[config.mk]
export PLATFORM = sky130hd
export DESIGN_NAME = hull_points_up_classifier_top
export DESIGN_NICKNAME = d
export VERILOG_FILES = /design/src/rtl/core/hpu_pkg.sv /design/src/rtl/core/hull_points_up_classifier_top.sv /design/src/rtl/core/hpu_ctrl.sv /design/src/rtl/core/hpu_dp.sv
export SDC_FILE = /design/constraint.sdc
export NUM_CORES = 1
export LEC_CHECK = 0
export ABC_AREA = 1
export ABC_CLOCK_PERIOD_IN_PS = 8590
export BUFFER_PORTS_ARGS = -buffer_cell sky130_fd_sc_hd__buf_2
export CORE_UTILIZATION = 68
export CTS_CLUSTER_DIAMETER = 30
export CTS_CLUSTER_SIZE = 30
export DETAILED_ROUTE_END_ITERATION = 12
export GPL_ROUTABILITY_DRIVEN = 0
export HOLD_SLACK_MARGIN = 0.12
export PLACE_DENSITY = 0.85
export SYNTH_ARGS = -nofsm -noshare
export SYNTH_HDL_FRONTEND = slang
export SYNTH_SLANG_ARGS = --single-unit
[constraint.sdc]
create_clock -name clk -period 8.59 [get_ports clk]
set_input_delay 1.718 -clock clk [delete_from_list [all_inputs] [get_ports clk]]
set_output_delay 1.718 -clock clk [all_outputs]
set_load 0.05 [all_outputs]
[src/rtl/core/hpu_pkg.sv]
// Shared definitions for the upward-pointing hull classifier.
// Holds default sizes and the command/status bundles between controller and datapath.
// No dependencies.
package hpu_pkg;

  localparam int MAX_POINTS_DEF = 16;
  localparam int COORD_BITS_DEF = 10;

  typedef struct packed {
    logic accept;      // store one vertex this cycle
    logic begin_eval;  // capture height and narrow verdict, clear pass state
    logic pass_run;    // walk the vertex store
    logic pass_sel;    // 0: lower span pass, 1: upper containment pass
    logic clr_idx;     // rewind the store walk
    logic emit;        // load the result register and clear the polygon
  } hpu_cmd_t;

  typedef struct packed {
    logic reject;      // overflow, empty or too wide
    logic pass_done;   // every stored vertex has been examined
    logic have_lower;  // at least one vertex at or below the center
    logic out_free;    // result register can take a new result
  } hpu_sts_t;

endpackage

[src/rtl/core/hull_points_up_classifier_top.sv]
// Top level of the upward-pointing hull classifier.
// Instantiates hpu_ctrl (sequencer) and hpu_dp (store, bounding box, passes).
// Depends on hpu_pkg.
//
// Usage:
//   Input channel (in_valid / in_stall): one polygon vertex per transfer,
//   in_point_x, in_point_y, with in_last_point marking the final vertex.
//   Result channel (out_valid / out_stall): one transfer per polygon,
//   carrying out_points_up and out_overflow.
//   Vertices load at one per cycle. Once the last vertex is taken the
//   input stalls while the block evaluates: the width/height check, then
//   two walks of the vertex store (one read per cycle, then waiting for the
//   last read to land and for the walk to be seen done), then loading the
//   result register once the output slot is free. Early rejects skip the
//   remaining walks: too wide, empty or overflow skip both, and no lower
//   vertex skips the second walk.
//   The store read port sets the pace.
//   Vertices beyond MAX_POINTS are dropped and flag overflow.
//   A pending result stays in the output register while out_stall is high;
//   the next polygon may load meanwhile, and its result waits for the slot.
//   Synchronous reset (rst_n low) empties the polygon and drops any result.
module hull_points_up_classifier_top #(
  parameter int MAX_POINTS = hpu_pkg::MAX_POINTS_DEF,
  parameter int COORD_BITS = hpu_pkg::COORD_BITS_DEF
) (
  input  logic                  clk,
  input  logic                  rst_n,
  input  logic                  in_valid,
  output logic                  in_stall,
  input  logic [COORD_BITS-1:0] in_point_x,
  input  logic [COORD_BITS-1:0] in_point_y,
  input  logic                  in_last_point,
  output logic                  out_valid,
  input  logic                  out_stall,
  output logic                  out_points_up,
  output logic                  out_overflow
);

  hpu_pkg::hpu_cmd_t cmd;
  hpu_pkg::hpu_sts_t sts;

  // Sequencer: owns the input handshake and steps through the passes.
  hpu_ctrl u_ctrl (
    .clk           (clk),
    .rst_n         (rst_n),
    .in_valid      (in_valid),
    .in_last_point (in_last_point),
    .in_stall      (in_stall),
    .sts           (sts),
    .cmd           (cmd)
  );

  // Datapath: holds the vertices and the result register.
  hpu_dp #(
    .MAX_POINTS (MAX_POINTS),
    .COORD_BITS (COORD_BITS)
  ) u_dp (
    .clk           (clk),
    .rst_n         (rst_n),
    .cmd           (cmd),
    .sts           (sts),
    .in_point_x    (in_point_x),
    .in_point_y    (in_point_y),
    .out_valid     (out_valid),
    .out_stall     (out_stall),
    .out_points_up (out_points_up),
    .out_overflow  (out_overflow)
  );

endmodule

[src/rtl/core/hpu_ctrl.sv]
// Controller state machine for the hull classifier.
// Sequences vertex loading, the narrow check, two store passes and result hand-off.
// Depends on hpu_pkg.
module hpu_ctrl (
  input  logic              clk,
  input  logic              rst_n,
  input  logic              in_valid,
  input  logic              in_last_point,
  output logic              in_stall,
  input  hpu_pkg::hpu_sts_t sts,
  output hpu_pkg::hpu_cmd_t cmd
);

  localparam logic [2:0] ST_LOAD   = 3'd0;
  localparam logic [2:0] ST_CHECK  = 3'd1;
  localparam logic [2:0] ST_PASS1  = 3'd2;
  localparam logic [2:0] ST_PASS2  = 3'd3;
  localparam logic [2:0] ST_FINISH = 3'd4;

  logic [2:0] state_r;
  logic [2:0] state_nxt;

  always_comb begin
    state_nxt      = state_r;
    cmd            = '0;
    in_stall       = 1'b1;
    unique case (state_r)
      ST_LOAD: begin
        in_stall   = 1'b0;
        cmd.accept = in_valid;
        if (in_valid && in_last_point) begin
          state_nxt = ST_CHECK;
        end
      end
      ST_CHECK: begin
        cmd.begin_eval = 1'b1;
        state_nxt      = sts.reject ? ST_FINISH : ST_PASS1;
      end
      ST_PASS1: begin
        cmd.pass_run = 1'b1;
        cmd.pass_sel = 1'b0;
        if (sts.pass_done) begin
          cmd.clr_idx = 1'b1;
          state_nxt   = sts.have_lower ? ST_PASS2 : ST_FINISH;
        end
      end
      ST_PASS2: begin
        cmd.pass_run = 1'b1;
        cmd.pass_sel = 1'b1;
        if (sts.pass_done) begin
          state_nxt = ST_FINISH;
        end
      end
      ST_FINISH: begin
        if (sts.out_free) begin
          cmd.emit  = 1'b1;
          state_nxt = ST_LOAD;
        end
      end
      default: begin
        state_nxt = ST_LOAD;
      end
    endcase
  end

  always_ff @(posedge clk) begin
    if (!rst_n) begin
      state_r <= ST_LOAD;
    end else begin
      state_r <= state_nxt;
    end
  end

endmodule

[src/rtl/core/hpu_dp.sv]
// Datapath for the hull classifier: vertex store, bounding box, pass logic, result register.
// Driven by hpu_ctrl through hpu_pkg command and status bundles.
// Depends on hpu_pkg.
module hpu_dp #(
  parameter int MAX_POINTS = hpu_pkg::MAX_POINTS_DEF,
  parameter int COORD_BITS = hpu_pkg::COORD_BITS_DEF
) (
  input  logic                  clk,
  input  logic                  rst_n,
  input  hpu_pkg::hpu_cmd_t     cmd,
  output hpu_pkg::hpu_sts_t     sts,
  input  logic [COORD_BITS-1:0] in_point_x,
  input  logic [COORD_BITS-1:0] in_point_y,
  output logic                  out_valid,
  input  logic                  out_stall,
  output logic                  out_points_up,
  output logic                  out_overflow
);

  localparam int CNT_W  = $clog2(MAX_POINTS + 1);
  localparam int ADDR_W = $clog2(MAX_POINTS);
  localparam int HW     = COORD_BITS + 1;
  localparam int MW     = COORD_BITS + 4;
  localparam int DW     = 2 * COORD_BITS;

  logic [DW-1:0] mem [MAX_POINTS];
  logic [DW-1:0] rdata_r;

  logic [CNT_W-1:0]      count_r, count_nxt;
  logic [COORD_BITS-1:0] min_x_r, min_x_nxt, max_x_r, max_x_nxt;
  logic [COORD_BITS-1:0] min_y_r, min_y_nxt, max_y_r, max_y_nxt;
  logic                  too_many_r, too_many_nxt;
  logic [CNT_W-1:0]      idx_r, idx_nxt;
  logic                  rv_r, rv_nxt;
  logic                  have_lower_r, have_lower_nxt;
  logic                  fail_r, fail_nxt;
  logic [COORD_BITS-1:0] lo_x_r, lo_x_nxt, hi_x_r, hi_x_nxt;
  logic [HW-1:0]         hgt_r;
  logic                  narrow_r;
  logic                  out_valid_r, out_valid_nxt;
  logic                  out_points_up_r, out_overflow_r;

  logic                  store_ok;
  logic                  issue;
  logic [HW-1:0]         wid_now, hgt_now;
  logic [MW-1:0]         five_wid, four_hgt;
  logic                  narrow_now;
  logic [COORD_BITS-1:0] rd_x, rd_y, dy;
  logic                  is_lower;

  // Bounding box size and the 5*w < 4*h test.
  assign wid_now    = {1'b0, max_x_r} - {1'b0, min_x_r} + HW'(1);
  assign hgt_now    = {1'b0, max_y_r} - {1'b0, min_y_r} + HW'(1);
  assign five_wid   = ({3'b000, wid_now} << 2) + {3'b000, wid_now};
  assign four_hgt   = {3'b000, hgt_now} << 2;
  assign narrow_now = five_wid < four_hgt;

  assign store_ok = count_r < CNT_W'(MAX_POINTS);
  assign issue    = cmd.pass_run && (idx_r != count_r);

  assign rd_x     = rdata_r[DW-1:COORD_BITS];
  assign rd_y     = rdata_r[COORD_BITS-1:0];
  assign dy       = rd_y - min_y_r;
  assign is_lower = {dy, 1'b0} >= hgt_r;

  assign sts.reject     = too_many_r || (count_r == '0) || !narrow_now;
  assign sts.pass_done  = (idx_r == count_r) && !rv_r;
  assign sts.have_lower = have_lower_r;
  assign sts.out_free   = !out_valid_r || !out_stall;

  always_comb begin
    count_nxt      = count_r;
    min_x_nxt      = min_x_r;
    max_x_nxt      = max_x_r;
    min_y_nxt      = min_y_r;
    max_y_nxt      = max_y_r;
    too_many_nxt   = too_many_r;
    idx_nxt        = idx_r;
    rv_nxt         = 1'b0;
    have_lower_nxt = have_lower_r;
    fail_nxt       = fail_r;
    lo_x_nxt       = lo_x_r;
    hi_x_nxt       = hi_x_r;
    out_valid_nxt  = out_valid_r && out_stall;

    if (cmd.accept) begin
      if (store_ok) begin
        count_nxt = count_r + CNT_W'(1);
        if (in_point_x < min_x_r) min_x_nxt = in_point_x;
        if (in_point_x > max_x_r) max_x_nxt = in_point_x;
        if (in_point_y < min_y_r) min_y_nxt = in_point_y;
        if (in_point_y > max_y_r) max_y_nxt = in_point_y;
      end else begin
        too_many_nxt = 1'b1;
      end
    end

    // Walk the store: issue a read, consume it in the next cycle.
    if (issue) begin
      idx_nxt = idx_r + CNT_W'(1);
      rv_nxt  = 1'b1;
    end
    if (rv_r) begin
      if (!cmd.pass_sel) begin
        if (is_lower) begin
          if (!have_lower_r) begin
            lo_x_nxt       = rd_x;
            hi_x_nxt       = rd_x;
            have_lower_nxt = 1'b1;
          end else begin
            if (rd_x < lo_x_r) lo_x_nxt = rd_x;
            if (rd_x > hi_x_r) hi_x_nxt = rd_x;
          end
        end
      end else if (!is_lower && ((rd_x < lo_x_r) || (rd_x > hi_x_r))) begin
        fail_nxt = 1'b1;
      end
    end

    if (cmd.clr_idx || cmd.begin_eval) begin
      idx_nxt = '0;
      rv_nxt  = 1'b0;
    end
    if (cmd.begin_eval) begin
      have_lower_nxt = 1'b0;
      fail_nxt       = 1'b0;
    end

    // Hand off the result and clear the polygon.
    if (cmd.emit) begin
      out_valid_nxt = 1'b1;
      count_nxt     = '0;
      min_x_nxt     = '1;
      max_x_nxt     = '0;
      min_y_nxt     = '1;
      max_y_nxt     = '0;
      too_many_nxt  = 1'b0;
    end
  end

  always_ff @(posedge clk) begin
    if (!rst_n) begin
      count_r      <= '0;
      min_x_r      <= '1;
      max_x_r      <= '0;
      min_y_r      <= '1;
      max_y_r      <= '0;
      too_many_r   <= 1'b0;
      idx_r        <= '0;
      rv_r         <= 1'b0;
      have_lower_r <= 1'b0;
      fail_r       <= 1'b0;
      out_valid_r  <= 1'b0;
    end else begin
      count_r      <= count_nxt;
      min_x_r      <= min_x_nxt;
      max_x_r      <= max_x_nxt;
      min_y_r      <= min_y_nxt;
      max_y_r      <= max_y_nxt;
      too_many_r   <= too_many_nxt;
      idx_r        <= idx_nxt;
      rv_r         <= rv_nxt;
      have_lower_r <= have_lower_nxt;
      fail_r       <= fail_nxt;
      out_valid_r  <= out_valid_nxt;
    end
  end

  always_ff @(posedge clk) begin
    lo_x_r <= lo_x_nxt;
    hi_x_r <= hi_x_nxt;
    if (cmd.begin_eval) begin
      hgt_r    <= hgt_now;
      narrow_r <= narrow_now;
    end
    if (cmd.emit) begin
      out_points_up_r <= !too_many_r && narrow_r && have_lower_r && !fail_r;
      out_overflow_r  <= too_many_r;
    end
  end

  // Vertex store: one write port, one registered read port.
  always_ff @(posedge clk) begin
    if (cmd.accept && store_ok) begin
      mem[count_r[ADDR_W-1:0]] <= {in_point_x, in_point_y};
    end
  end

  always_ff @(posedge clk) begin
    if (issue) begin
      rdata_r <= mem[idx_r[ADDR_W-1:0]];
    end
  end

  assign out_valid     = out_valid_r;
  assign out_points_up = out_points_up_r;
  assign out_overflow  = out_overflow_r;

endmodule
# Yosys cells after proc, flatten, opt, wreduce, memory -nomap -nowiden
# Memory sizes are Yosys's and may differ from the RTL's. A register that Yosys moved wholly into a read port is not among the register bits.
# Cells that the tools add are included.
[word_totals] input_bits=25 out_inout_bits=4 romBits=0 word_cells=111 ram_bits=320 regBits=92 mem_count=1 latch_bits=0
[op_classes] muxes=23 shifts=0 n_eq_ne=12 n_mul=0 addsub=8 div_mod_pow=0 n_lt_le_gt_ge=9 n_reduce_logical=37 n_bitwise=3
[memory_table] memory="u_dp.mem" words=16 width=20 rd=1 rd_ports_with_merged_regs=1 write_ports=1 line="hpu_dp.sv:26" rtl="logic [DW-1:0] mem [MAX_POINTS];"
[ops] cell="$mux W10" count=4
[ops] cell="$gt A10 B10 Y1" count=3
[ops] cell="$lt A10 B10 Y1" count=3
[ops] cell="$add A11 B1 Y11 const B" count=2
[ops] cell="$sub A10 B10 Y11" count=2
[ops] cell="$mux W3" count=6
[ops] cell="$reduce_and A3 Y1" count=6
[ops] cell="$pmux W3 S5" count=1
[ops] cell="$add A13 B11 Y14" count=1
[ops] cell="$lt A14 B13 Y1" count=1
[ops] cell="$reduce_and A4 Y1" count=3
[ops] cell="$ge A11 B11 Y1" count=1
[ops] cell="$mux W1" count=11
[ops] cell="$add A5 B1 Y5 const B" count=2
[ops] cell="$ne A2 B2 Y1 const B" count=5
[ops] cell="$sub A10 B10 Y10" count=1
[ops] cell="$logic_and A1 B1 Y1" count=9
[ops] cell="$logic_not A1 Y1" count=7
[ops] cell="$eq A3 B2 Y1 const B" count=2
[ops] cell="$reduce_or A2 Y1" count=3
[ops] cell="$eq A5 B5 Y1" count=1
[ops] cell="$logic_not A5 Y1" count=1
[ops] cell="$logic_or A1 B1 Y1" count=5
[ops] cell="$lt A5 B5 Y1 const B" count=1
[ops] cell="8 further kinds" count=11

# Logic depth before layout (Yosys ltp)
# Gate-level depths: netlist of the first run.
[logic_depth] word_depth=8 ltp_mapped=31 depth_no_buf=31

# Cells and area by module
# Synthesis of the first run repeated with hierarchy kept, for this count alone.
[unflattened] cells_unflattened=1799 hier_area_um2=20278.2
[by_module_without_submodules] mod="hpu_dp" cells_per_inst=1755 seq_area_each_um2=12331.8 area_each_um2=20036.7 instances=1
[by_module_without_submodules] mod="hpu_ctrl" cells_per_inst=44 seq_area_each_um2=60.1 area_each_um2=241.5 instances=1

# Least setup slack after synthesis of the first run
# No wires, ideal clock.
[synth_path] path_type="register to register" from="register u_dp.max_x_r[1]" to="register u_ctrl.state_r[2]" setup_slack_ps=4496 path_buffers=0 required_ps=8475 setup_ps=115 stages_incl_launch_ff=30 synth_period_minus_slack_ps=4094 arrival_time_ps=3979 cell_sequence="dfxtp_1 inv_1 ha_1 inv_1 ha_1 inv_1 fa_1 nand3b_1 nand2_2 xor2_1 ha_1 a21oi_1 nand2_1 a21o_1 a21oi_1 xor2_1 inv_1 ha_1 nand2_1 nor2_1 a211oi_1 nand2_1 nand3_1 nand2_1 a21oi_1 nand3_2 nand2_1 nand2_1 nand2_1 a21oi_2"
[synth_via] elab_chain_cells=8
[synth_rtl] item="start, declared" line="hpu_dp.sv:30" rtl="logic [COORD_BITS-1:0] min_x_r, min_x_nxt, max_x_r, max_x_nxt;"
[synth_rtl] item="start signal, assigned" line="hpu_dp.sv:157" rtl="max_x_r <= max_x_nxt;"
[synth_rtl] item="$sub A10 B10 Y11" line="hpu_dp.sv:52" rtl="assign wid_now = {1'b0, max_x_r} - {1'b0, min_x_r} + HW'(1);"
[synth_rtl] item="$add A11 B1 Y11" line="hpu_dp.sv:52"
[synth_rtl] item="$add A13 B11 Y14" line="hpu_dp.sv:54" rtl="assign five_wid = ({3'b000, wid_now} << 2) + {3'b000, wid_now};"
[synth_rtl] item="$lt A14 B13 Y1" line="hpu_dp.sv:56" rtl="assign narrow_now = five_wid < four_hgt;"
[synth_rtl] item="$logic_not A1 Y1" line="hpu_dp.sv:66" rtl="assign sts.reject = too_many_r || (count_r == '0) || !narrow_now;"
[synth_rtl] item="$logic_or A1 B1 Y1" line="hpu_dp.sv:66"
[synth_rtl] item="$mux W3" line="hpu_ctrl.sv:37" rtl="state_nxt = sts.reject ? ST_FINISH : ST_PASS1;"
[synth_rtl] item="$pmux W3 S5" line="hpu_ctrl.sv:27" rtl="unique case (state_r)"
[synth_rtl] item="end signal, assigned" line="hpu_ctrl.sv:70" rtl="state_r <= state_nxt;"
[synth_rtl] item="end, declared" line="hpu_ctrl.sv:20" rtl="logic [2:0] state_r;"
# Every way passes these cells.
# A chain may end at the register's enable or synchronous reset.

# Final worst setup path of the first run
[layout_path] from="register u_dp.max_x_r[1]" to="register u_ctrl.state_r[1]"
# The elaborated chain is that of the path after synthesis.

==> out/metrics.yaml, run 1 <==
dr_total_vias: 14700
layout.nets: 1982
cts.repair.resized: 0
synth.net_count: 1931
finalHoldViolCount: 0
wl_met3_mm: 4.74
syn-cell-area_sq_um: 20200
cp_max_fo: 5
ys_warn_count: 0
coreArea_sq_um: 29000
grt_overflow: 0
cap_viol_max_count: 0
dieArea_sq_um: 30400
antenna_found_initial: 2
p_leak_nw: 9.05
hold-path-cell-count: 2
ys_ff_latch: 432
placed_cells: 2119
synth.area.top_cells: "edfxtp_1 56%, ha_1 8.5%, dfxtp_1 5.7%, nor2_1 4.4%, nand2_1 3.3%"
grt_setup_unrepaired: "false"
synth-edff-count: 374
grtUsageTotal_pct: 34.6
routed.top_layer: "met5"
synth_ff_type: "edfxtp_1"
p_per_area_nw_per_um2: 359
fin_cells: 2266
start_kind: "flip-flop"
area_growth_pct: 15.6
wl_met2_mm: 25.0
syn_area_per_cell_sq_um: 11.5
drive_gt1_share_pct: 12.7
outcome: "completed"
arrival_ns: 5.06
fin_worst_skew_ns: 0.0433
yosys.area.top_type: "edfxtp_1"
yosys.area.top_type_share_pct: 55.5
postCtsSetupRepairBufs: 0
cts_root_buf: "clkbuf_16"
hpwl_mm: 29.0
crit_path_max_incr_delay_ns: 0.40
worst_pin_slew_ns: 1.35
io_buffers: 28
ir_worst_vdd_v: 0.000236
dieWidth_um: 174
grt_pass1_wl_mm: 80.2
rr_worst_depth: 28
synthArstFlopShare_pct: 0
htree_levels: 3
clock_sinks: 432
start_util_pct: 69.7
ant_nets: 0
yosysMostFrequentCell: "edfxtp_1"
drtIter0Drc: 1930
fin_crit_sh_pct: 53.0
cts_tree: "done"
synth_cell_types: 49
clock.fmax_mhz: 220
drc: 0
cp-end-kind: "flip-flop"
slew_headroom_pct: 9.79
dr.pass1.iters: 7
grt_max_degree: 108
fp-row-count: 62
synth_common_cells: "374 x edfxtp_1, 236 x nor2_1, 176 x nand2_1"
worstSkewPairLatency_ns: 0.60
ys_seq_area_share_pct: 61.3
via_per_inst: 6.50
post-route-min-period_ns: 4.55
cts_hold_buf: 0
netlist_instances: 1764
finalSetupTns_ns: 0
fillers: 1473
grt_pass1_vias: 15000
critPathKind: "flip-flop to flip-flop"
clk_pin_slew_ns: 0.05
setup_viol_count_final: 0
cp.required_ns: 9.09
io_pins: 29
numCtsBuffers: 78
finalMaxSlewViolations: 0
die_h_um: 174
wire_per_inst_um: 22.5
cp_slowest_cell: "fa_1"
hold_path.class: "flip-flop to flip-flop"
wl_met1_mm: 18.6
path_common_cell: "nand2_1"
fin_total_pwr_mw: 8.39
routed_wl_mm: 51.1
clk_path_buf_depth: 3
[routing by layer]
layer | track usage [%] | vias up
met5 | 0 | -
met4 | 19.9 | 2
met3 | 7.57 | 253
met2 | 57.3 | 964
met1 | 42.1 | 6995
li1 | - | 6511
[worst max-delay path: cells and delay by family (launching register included)]
family	cells	cell delay, ns
adder cells (fa/ha/maj)	5	1.51
AND/OR/NAND/NOR	11	1.00
AO/OA/AOI/OAI	6	1.00
XOR/XNOR	2	0.36
flip-flops	1	0.33
buffers and inverters	4	0.28
[layout make-up]
| class | instances | area [sq um] | share of cell area, % |
|---|---|---|---|
| inverter | 161 | 607 | 2.60 |
| timing repair buffer | 45 | 268 | 1.15 |
| clock buffer | 87 | 2010 | 8.59 |
| tap | 384 | 480 | 2.06 |
| multi-input combinational | 1097 | 6990 | 29.9 |
| antenna | 1 | 2.50 | 0.0107 |
| sequential | 432 | 12400 | 53.0 |
| clock inverter | 59 | 623 | 2.67 |
[cells in the final DEF, fill, tap and decap left out, types with 5 or more instances in the layout]
cell type	count
a21o_1	6
a21oi_1	76
buf_2	28
buf_4	17
clkbuf_1	8
clkbuf_16	79
clkinv_1	7
clkinv_2	11
clkinvlp_4	13
dfxtp_1	56
edfxtp_1	374
ha_1	138
inv_1	154
inv_2	5
inv_6	8
inv_8	6
mux2i_1	32
nand2_1	176
nand2_2	14
nand3_1	73
nand3_2	8
nand4_1	28
nor2_1	224
nor2_2	15
nor3_1	7
o211ai_1	10
o21ai_0	118
o21ai_1	9
o221ai_1	32
o32ai_1	48
xnor2_1	11
xor2_1	21
[power breakdown]
part           switching (mW)  internal (mW)  total (mW)  leakage (nW)
registers               0.117           2.54        2.66          3.85
clock network            1.14           1.86        3.00          1.24
logic                    1.72           1.01        2.73          3.95
total                    2.98           5.40        8.39          9.05
[flip-flops by register name (all words and copies together) (netlist names), 3 cells and up]
signal / flops
u_dp.max_y_r: 10
u_dp.idx_r: 5
u_ctrl.state_r: 3
u_dp.mem: 320
u_dp.hgt_r: 11
u_dp.max_x_r: 10
u_dp.min_x_r: 10
u_dp.min_y_r: 10
u_dp.count_r: 5
u_dp.lo_x_r: 10
u_dp.hi_x_r: 10
u_dp.rdata_r: 20
[logic make-up (layout without fill, tap and decap cells)]
family | after synthesis | count (layout) | share of synthesized area [%]
muxes | 32 | 32 | 1.58
AOI/OAI and AO/OA | 329 | 329 | 10.4
xor gates and xnor gates | 32 | 32 | 1.39
DFF | 432 | 432 | 61.3
and+or+nand+nor | 562 | 562 | 12.0
adders and majority gates | 142 | 142 | 8.93
other | 0 | 1 | 0
buffers and inverters | 235 | 352 | 4.45
[path summary, 6_finish.rpt]
| kind | startpoint | to | slack (ns) |
|---|---|---|---|
| worst max-delay path | u_dp.max_x_r[1] | u_ctrl.state_r[1] | 4.04 |
| worst min-delay path | u_dp.min_x_r[3] | u_dp.min_x_r[3] | 0.46 |
| worst max register to register | u_dp.max_x_r[1] | u_ctrl.state_r[1] | 4.04 |
| worst min register to register | u_dp.min_x_r[3] | u_dp.min_x_r[3] | 0.46 |
[per-stage QoR]
| step | hold slack (ns) | util (%) | setup WS (ns) | cell area [sq um] |
|---|---|---|---|---|
| after floorplan | 0.429 | - | 4.50 | 20200 |
| after global placement | 0.439 | 71.5 | 4.23 | 20700 |
| after detailed placement | 0.444 | 71.5 | 4.11 | 20700 |
| after CTS | 0.458 | 80.6 | 4.06 | 23400 |
| after global routing | 0.498 | 80.6 | 3.53 | 23400 |
| final | 0.455 | 80.6 | 4.04 | 23400 |
Power figures use the tool's default switching activity.
==> inputs of run 2 (changes only) <==
- ABC_CLOCK_PERIOD_IN_PS: 8590 -> 4000
- CORE_UTILIZATION: 68 -> 57
- PLACE_DENSITY: 0.85 -> 0.76
- clock period: 8.59 -> 4 ns (I/O delays scaled with it)
==> out/metrics.yaml, run 2 (synthesis gave the netlist of run 1 again) <==
outcome: "finished, violations left"
violations: "negative setup slack"
setup_viol_count_final: 2  # +2
grt_pass1_vias: 14600  # -2.7%
area_growth_pct: 20.2
grt_overflow: 0  # unchanged
worst_pin_slew_ns: 1.26  # -0.0880 ns
cap_viol_max_count: 0  # unchanged
cp_slowest_cell: "ha_1"
post-route-min-period_ns: 4.09  # -0.466 ns
dr_total_vias: 14300  # -3.0%
dieWidth_um: 190  # +9.1%
hold_path.class: "flip-flop to flip-flop"
finalHoldViolCount: 0  # unchanged
ant_nets: 0  # unchanged
wire_per_inst_um: 20.7  # -8.4%
drc: 0  # unchanged
setup_slack_ns: -0.0862  # -4.12 ns
via_per_inst: 5.97  # -8.1%
finalMaxSlewViolations: 0  # unchanged
fin_total_pwr_mw: 19.6  # +130%
p_leak_nw: 9.40  # +3.9%
cp.required_ns: 4.46  # -4.63 ns
fin_worst_skew_ns: 0.0354  # -0.00794 ns
start_kind: "flip-flop"
cp_max_fo: 3  # -2
cts_tree: "done"
ir_worst_vdd_v: 0.000709  # +200%
routed_wl_mm: 49.4  # -3.3%
numCtsBuffers: 79  # +1.3%
grt_max_degree: 149  # +38%
path_common_cell: "nand2_2"
die_h_um: 190  # +9.1%
start_util_pct: 58.3  # -11 points
slew_headroom_pct: 15.7  # +5.9 points
clk_path_buf_depth: 3  # unchanged
cp-end-kind: "flip-flop"
diodes: 0  # -1
p_per_area_nw_per_um2: 806  # +120%
drtIter0Drc: 1679  # -13%
clock.fmax_mhz: 245  # +11%
clk_pin_slew_ns: 0.05  # about the same
final_cell_mix: "374 x edfxtp_1, 223 x nor2_1, 170 x nand2_1"
hold-path-cell-count: 2  # unchanged
htree_levels: 3  # unchanged
fin_crit_sh_pct: 102  # +49 points
drive_gt1_share_pct: 17.4  # +4.8 points
arrival_ns: 4.54  # -0.52 ns
final_common_cell: "edfxtp_1"
dieArea_sq_um: 36200  # +19%
layout.nets: 2037  # +2.8%
crit_path_max_incr_delay_ns: 0.33  # -0.07 ns
clock_sinks: 432  # unchanged
dp_slack_ns: -0.254  # -4.37 ns
grtUsageTotal_pct: 28.1  # -6.6 points
grt_setup_unrepaired: "true"
fp-row-count: 68  # +9.7%
coreArea_sq_um: 34700  # +20%
grt_pass1_wl_mm: 77.8  # -3.0%
dr.pass1.iters: 6  # -1
worstSkewPairLatency_ns: 0.57  # -0.03 ns
cts_root_buf: "clkbuf_16"
antenna_found_initial: 1  # -1
io_buffers: 28  # unchanged
largest_reg_flops: 320  # unchanged
critPathKind: "flip-flop to flip-flop"
hpwl_mm: 30.0  # +3.6%
cts_hold_buf: 0  # unchanged
io_pins: 29  # unchanged
rr_worst_depth: 30  # +7.1%
-- run 2: cell types whose count changed in the layout (fill, tap and decap cells not counted), moves of 4 or more --
cell / before / now
ha_1: 138 / 125
clkinv_4: 4 / 9
a21oi_1: 76 / 71
inv_8: 6 / 1
nand2_2: 14 / 20
inv_2: 5 / 9
buf_4: 17 / 68
inv_1: 154 / 150
ha_4: 0 / 12
nand2_1: 176 / 170
bufinv_16: 4 / 10
a21oi_2: 4 / 8
-- run 2: layout make-up --
type / count / area (sq um)
multi-input combinational: 1097 / 7280
inverter: 161 / 607
clock inverter: 57 / 688
tap: 455 / 569
sequential: 432 / 12400
clock buffer: 90 / 2070
fill: 2346 / 10400
timing repair buffer: 99 / 693
-- run 2: worst paths after layout --
path,slack (ns),endpoint,startpoint
hold / removal,0.46,u_dp.min_x_r[9],u_dp.min_x_r[9]
hold reg to reg,0.46,u_dp.min_x_r[9],u_dp.min_x_r[9]
setup / recovery,-0.09,u_ctrl.state_r[2],u_dp.max_x_r[1]
setup reg to reg,-0.09,u_ctrl.state_r[2],u_dp.max_x_r[1]
-- run 2: critical path: cells and delay by family (launching register included) --
| kind | cells | cell delay, ns |
|---|---|---|
| compound gates | 5 | 0.78 |
| xor+xnor | 1 | 0.17 |
| fa+ha+maj | 5 | 1.19 |
| buf+inv | 4 | 0.30 |
| flops | 1 | 0.31 |
| simple gates | 15 | 1.24 |
-- run 2: layer usage --
metal / global-route usage [%] / wire length [um]
met1: 35.7 / 19500
met2: 47.4 / 24600
met3: 5.36 / 3800
met4: 11.0 / 1500
met5: 0 / 13
-- run 2: metrics by stage --
stage	util, %	hold slack, ns	setup TNS (ns)	std cells	instance area, sq um
6_report	70.0	0.457	-0.137	2391	24300
3_3_place_gp	61.0	0.439	-0.346	2233	21200
4_1_cts	69.3	0.455	-0.0922	2386	24100
3_5_place_dp	61.0	0.443	-0.572	2233	21200
2_1_floorplan	-	0.429	0	1764	20200
5_1_grt	70.0	0.480	-0.811	2391	24300
-- run 2: repair_timing --
item	CTS	global route
pin swaps	19	35
resized for setup	14	37
setup buffers	6	6
endpoints found under the setup margin	3	23
-- run 2: report_power, final --
part	switching, mW	total, mW	internal, mW
Combinational	4.06	7.15	3.09
Sequential	0.232	5.69	5.45
Clock	2.32	6.75	4.42
